`src/hw/rtl/hhvb_pkg.sv`:
```
`timescale 1ns / 1ps

package hhvb_pkg;

    // Field widths fixed by the item format
    localparam int DIST_W      = 32;
    localparam int SAMPLE_W    = 10;
    localparam int DEPTH_W     = 3;
    localparam int HIST_FIELDS = 7;

    // Defaults for the top-level parameters
    localparam int HISTORY_SIZE_DEF = 8;
    localparam int NUM_SAMPLES_DEF  = 1024;

    // Positive infinity as a single-precision bit pattern
    localparam logic [DIST_W-1:0] DIST_INF = 32'h7F80_0000;

    typedef enum logic {
        OP_UPDATE = 1'b0,
        OP_CHECK  = 1'b1
    } t_op;

    typedef enum logic [1:0] {
        ST_CLEAR,
        ST_IDLE,
        ST_READ,
        ST_EVAL
    } t_state;

    // Controller to datapath commands
    typedef struct packed {
        logic load;      // capture the incoming item
        logic clr_step;  // write one infinity row during the clear pass
        logic rd_en;     // read the addressed row
        logic eval;      // compare, write back, strobe the result
    } t_cmd;

    // Datapath to controller status
    typedef struct packed {
        logic clr_last;  // clear pass is on its last row
    } t_sts;

endpackage

```
`src/hw/rtl/hhvb_ctrl.sv`:
```
`timescale 1ns / 1ps

module hhvb_ctrl (
    input  logic          i_clk,
    input  logic          i_rst_n,
    input  logic          i_start,
    input  hhvb_pkg::t_sts i_sts,
    output hhvb_pkg::t_cmd o_cmd,
    output logic          o_busy
);

    import hhvb_pkg::*;

    t_state r_state;
    t_state n_state;

    // State register
    always_ff @(posedge i_clk) begin
        if (!i_rst_n) begin
            r_state <= ST_CLEAR;
        end else begin
            r_state <= n_state;
        end
    end

    // Next state and commands
    always_comb begin
        n_state = r_state;
        o_cmd   = '0;
        o_busy  = 1'b1;
        unique case (r_state)
            ST_CLEAR: begin
                o_cmd.clr_step = 1'b1;
                if (i_sts.clr_last) begin
                    n_state = ST_IDLE;
                end
            end
            ST_IDLE: begin
                o_busy = 1'b0;
                if (i_start) begin
                    o_cmd.load = 1'b1;
                    n_state    = ST_READ;
                end
            end
            ST_READ: begin
                o_cmd.rd_en = 1'b1;
                n_state     = ST_EVAL;
            end
            ST_EVAL: begin
                // write back now; the next item's read follows the write
                o_cmd.eval = 1'b1;
                o_busy     = 1'b0;
                if (i_start) begin
                    o_cmd.load = 1'b1;
                    n_state    = ST_READ;
                end else begin
                    n_state = ST_IDLE;
                end
            end
            default: begin
                n_state = ST_CLEAR;
            end
        endcase
    end

endmodule

```
`config.mk`:
```
export PLATFORM = sky130hd
export DESIGN_NAME = hhvb_ctrl
export DESIGN_NICKNAME = d
export VERILOG_FILES = /design/src/hw/rtl/hhvb_pkg.sv /design/src/hw/rtl/hhvb_ctrl.sv
export SDC_FILE = /design/constraint.sdc
export NUM_CORES = 1
export LEC_CHECK = 0
export ABC_AREA = 1
export BUFFER_PORTS_ARGS = -buffer_cell sky130_fd_sc_hd__buf_4
export CAP_MARGIN = 30
export CORE_AREA = 2 2 39 41
export DETAILED_ROUTE_END_ITERATION = 8
export DIE_AREA = 0 0 41 43
export PLACE_DENSITY = 0.3
export RECOVER_POWER = 25
export SYNTH_ARGS = -nofsm -noshare
export SYNTH_HDL_FRONTEND = slang
export SYNTH_SLANG_ARGS = --single-unit
```
`constraint.sdc`:
```
create_clock -name i_clk -period 1.4 [get_ports i_clk]
set_input_delay 0.07 -clock i_clk [delete_from_list [all_inputs] [get_ports i_clk]]
set_output_delay 0.07 -clock i_clk [all_outputs]
set_load 0.05 [all_outputs]
```
### Word level (Yosys, flattened, before mapping)

Cells that the tools add are included.

* equality and inequality tests: 5
* muxes and demuxes: 10
* reduce and logical (&&, ||, !) cells: 3

Operators with widths (count)
* one-hot mux 2 bit (4 select lines): 1
* 2-to-1 mux 1 bit: 6
* 2-to-1 mux 2 bit: 3
* == test 2 bit, second input constant: 2
* inequality test 2 bit, second input constant: 2
* == test 2 x 1 -> 1 bit, second input constant: 1
* logical NOT 2 bit: 1
* AND reduction 2 bit: 1
* OR reduction 2 bit: 1

* register bits: 2
* input port bits: 4
* word-level logic and storage cells: 19

### Longest topological paths before layout

* word-level depth: 3
* depth in mapped cells: 3

### Least setup slack after synthesis

No wires, ideal clock.

* path kind: register -> register
* from: register r_state[0]
* to: register r_state[0]
* data arrival time: 1.115 ns
* data required time: 1.238 ns
* slack: 0.123 ns
* cell stages (with the launch flop): 3
* clock period less this slack: 1.277 ns
* path through: dfxtp_1 nor2_1 a21oi_1

* cells in the longest elaborated chain, start to end: 3
* elaborated cells on any way between the ends: 8

Ends and longest elaborated chain
* start, declared: RTL line hhvb_ctrl.sv:14 `t_state r_state;`
* start signal, assigned: RTL line hhvb_ctrl.sv:22 `r_state <= n_state;`
* == test 2 x 1 -> 1 bit / logical NOT 2 bit (equally long branches): RTL line hhvb_ctrl.sv:31 `unique case (r_state)`
* inequality test 2 bit (no source line)
* AND reduction 2 bit (no source line)

Several ways; a longest one is shown, not always the timed one.
A chain may end at the register's enable or synchronous reset.

==> flow_metrics.tcl <==
set metrics [dict create \
    groute.usage.overall 0.04509 \
    final_min_period_over_clock_period 0.7477 \
    worst_hold_path_type "in2reg" \
    netlist_area_um2 96.34 \
    synth_seq_area_share 0.4156 \
    critical_path_startpoint_category "flop" \
    drt_drc_violations_left 0 \
    synth_seq_cells 2 \
    first_iter_violations 2 \
    synth.area.top_cells "sky130_fd_sc_hd__dfxtp_1 42%, sky130_fd_sc_hd__inv_1 19%, sky130_fd_sc_hd__a21boi_2 12%" \
    grt_remaining_overflow 0 \
    num-nets-final 31 \
    drt-wirelength-per-cell_um 6.805 \
    root_buffer_cell "sky130_fd_sc_hd__clkbuf_4" \
    tightestPinTransition_ns 0.1622 \
    placement.cell_area_um2 176.4 \
    timing.critical_path.required_ns 1.33 \
    final_critical_path_setup_slack_ns 0.3533 \
    clock_tree_from_tritoncts "done" \
    final-setup-viol-count 0 \
    detail_route.vias_per_cell 2.634 \
    top_level_ports 9 \
    clock-sinks 2 \
    finalCriticalPeriod_ns 1.047 \
    ant_nets 0 \
    firstDrtPassIters 2 \
    grt_start_max_net_pins 5 \
    largest-register "r_state" \
    synth_simple_gate_area_frac 0.2208 \
    crit_chain "inv_1 -> nand2_1 -> inv_1 -> buf_4" \
    worstSkewPairLatency_ns 0.22 \
    largest_registers "r_state: 2 flops" \
    insertedDiodeCount 0 \
    crit_path_frequent_cell "sky130_fd_sc_hd__inv_1" \
    crit_type "reg2out" \
    die_y_um 43 \
    layout.cells.non_filler 41 \
    timing.hold.ws_ns 0.09857 \
    numPortBuffers 8 \
    multiplexer_fraction_of_the_synthesized_cell_area 0 \
    cts_hold_buffers 0 \
    final_hold_vios 0 \
    finalInstanceArea_um2 198.9 \
    fin_tns_setup_ns 0 \
    post-cts-setup-buffers 0 \
    ctsResizeCount 0 \
    cellPowerDensity_nw_per_um2 1348 \
    crit_path_max_fanout 4 \
    synth_cells 14 \
    xor_and_xnor_area_share_after_synthesis 0 \
    share_of_cells_above_drive_strength_1 0.5200 \
    dominant_combinational_cell_family_by_area_after_synthesis "simple AND/OR/NAND/NOR gates" \
    clock_tree.htree_level_count 1 \
    synth_fp_nets 18 \
    place_inst 38 \
    synth_adder_area_share 0 \
    final_worst_clock_skew_ns 0.0001602 \
    routed-via-count 108 \
    coreArea_um2 1384 \
    synth_compound_gate_area_share 0.1688 \
    place_congestion 0.5662 \
    die_w_um 41 \
    pre_cts_slack_ns 0.5856 \
    timing.critical_path.arrival_ns 0.98 \
    first_global_vias 120 \
    power.static_leakage_nw 0.1201 \
    cp_slowest_cell "sky130_fd_sc_hd__dfxtp_1" \
    timing.max_cap.violations 0 \
    yosysUniqueCellTypes 7 \
    synth.avg_cell_area_um2 6.882 \
    worst_supply_voltage_drop_on_vdd_mv 0.1779 \
    routed_wirelength_um 279 \
    slew_headroom 0.8914 \
    grt_antenna_before_repair 0 \
    worstPathBufferInverterCount 3 \
    slew_violations 0 \
    starting_density_of_the_core 0.06962 \
    wire_length_of_the_first_global_routing_pass_um 420 \
    rsz_0062_raised_after_global_routing "false" \
    die_area_um2 1763 \
    outcome "complete, no violations" \
    yosys.area.top_type "sky130_fd_sc_hd__dfxtp_1" \
    crit_path_end_kind "output port" \
    yosysWarningCount 0 \
    tritoncts.num_buffers 3 \
    cts_max_path_buffers 2 \
    area_delta_synth_final_pct 106.5 \
    yosys.area.top_type_share 0.4156 \
    largest_register_ff_count 2 \
    count_of_standard_cell_rows 14 \
    kind_of_cell_adding_the_most_delay_to_the_critical_path "flip-flops" \
    timing.critical_path.slowest_cell_delay_ns 0.36 \
    clk_transition_reported_paths_ns 0.03 \
    achievable-frequency_ghz 0.9554 \
]
## worst paths after layout
path / to / cells past startpoint / slack (ns) / startpoint
max reg2reg: r_state[1]$_SDFFE_PN0P_ / 3 / 0.70 / r_state[0]$_SDFFE_PN0P_
min: r_state[0]$_SDFFE_PN0P_ / 3 / 0.1 / i_sts
min reg2reg: r_state[1]$_SDFFE_PN0P_ / 2 / 0.52 / r_state[0]$_SDFFE_PN0P_
max: o_cmd[1] / 4 / 0.35 / r_state[0]$_SDFFE_PN0P_
## per-stage QoR
| stage | utilization | total power, mW |
|---|---|---|
| 2_1_floorplan | - | 0.1164 |
| 3_3_place_gp | 0.1275 | 0.1414 |
| 3_5_place_dp | 0.1275 | 0.1426 |
| 4_1_cts | 0.1438 | 0.2764 |
| 5_1_grt | 0.1438 | 0.2870 |
| 6_report | 0.1438 | 0.2681 |
## worst min-delay path: stages
cell and delay (ns):
sky130_fd_sc_hd__buf_4 0.11, sky130_fd_sc_hd__inv_1 0.04, sky130_fd_sc_hd__a21oi_1 0.05
## synth_stat cells, drive strengths merged
master and count:
inv 5, nand2 4, dfxtp 2, a21boi 1, a21oi 1, nor2 1
## kinds of logic after synthesis
family,Yosys count
DFF,2
AOI/OAI and AO/OA,2
and+or+nand+nor,5
buffers and inverters,5
## layout make-up
class	count	area, um^2
multi-input cells	7	37.54
well taps	16	20.02
inverters	5	18.77
flip-flops and latches	2	40.04
repair buffers	8	60.06
fillers	155	1185
clock buffers	3	22.52
## report_power, final
group | switching [mW] | internal [mW]
sequential | 0.00382 | 0.0621
clock | 0.0324 | 0.0945
combinational | 0.0515 | 0.0238
## metal layers
metal / GRT usage / routed length (um)
met5: 0 / 0
met3: 0.05759 / 78
met4: 0.06000 / 0
met1: 0.04153 / 118
met2: 0.03750 / 82
## cells in the final DEF (no fill, tap or decap), drive strengths merged
cell type  n
nor2       1
buf        8
a21boi     1
dfxtp      2
a21oi      1
clkbuf     3
nand2      4
inv        5
(Power assumes the default switching activity.)
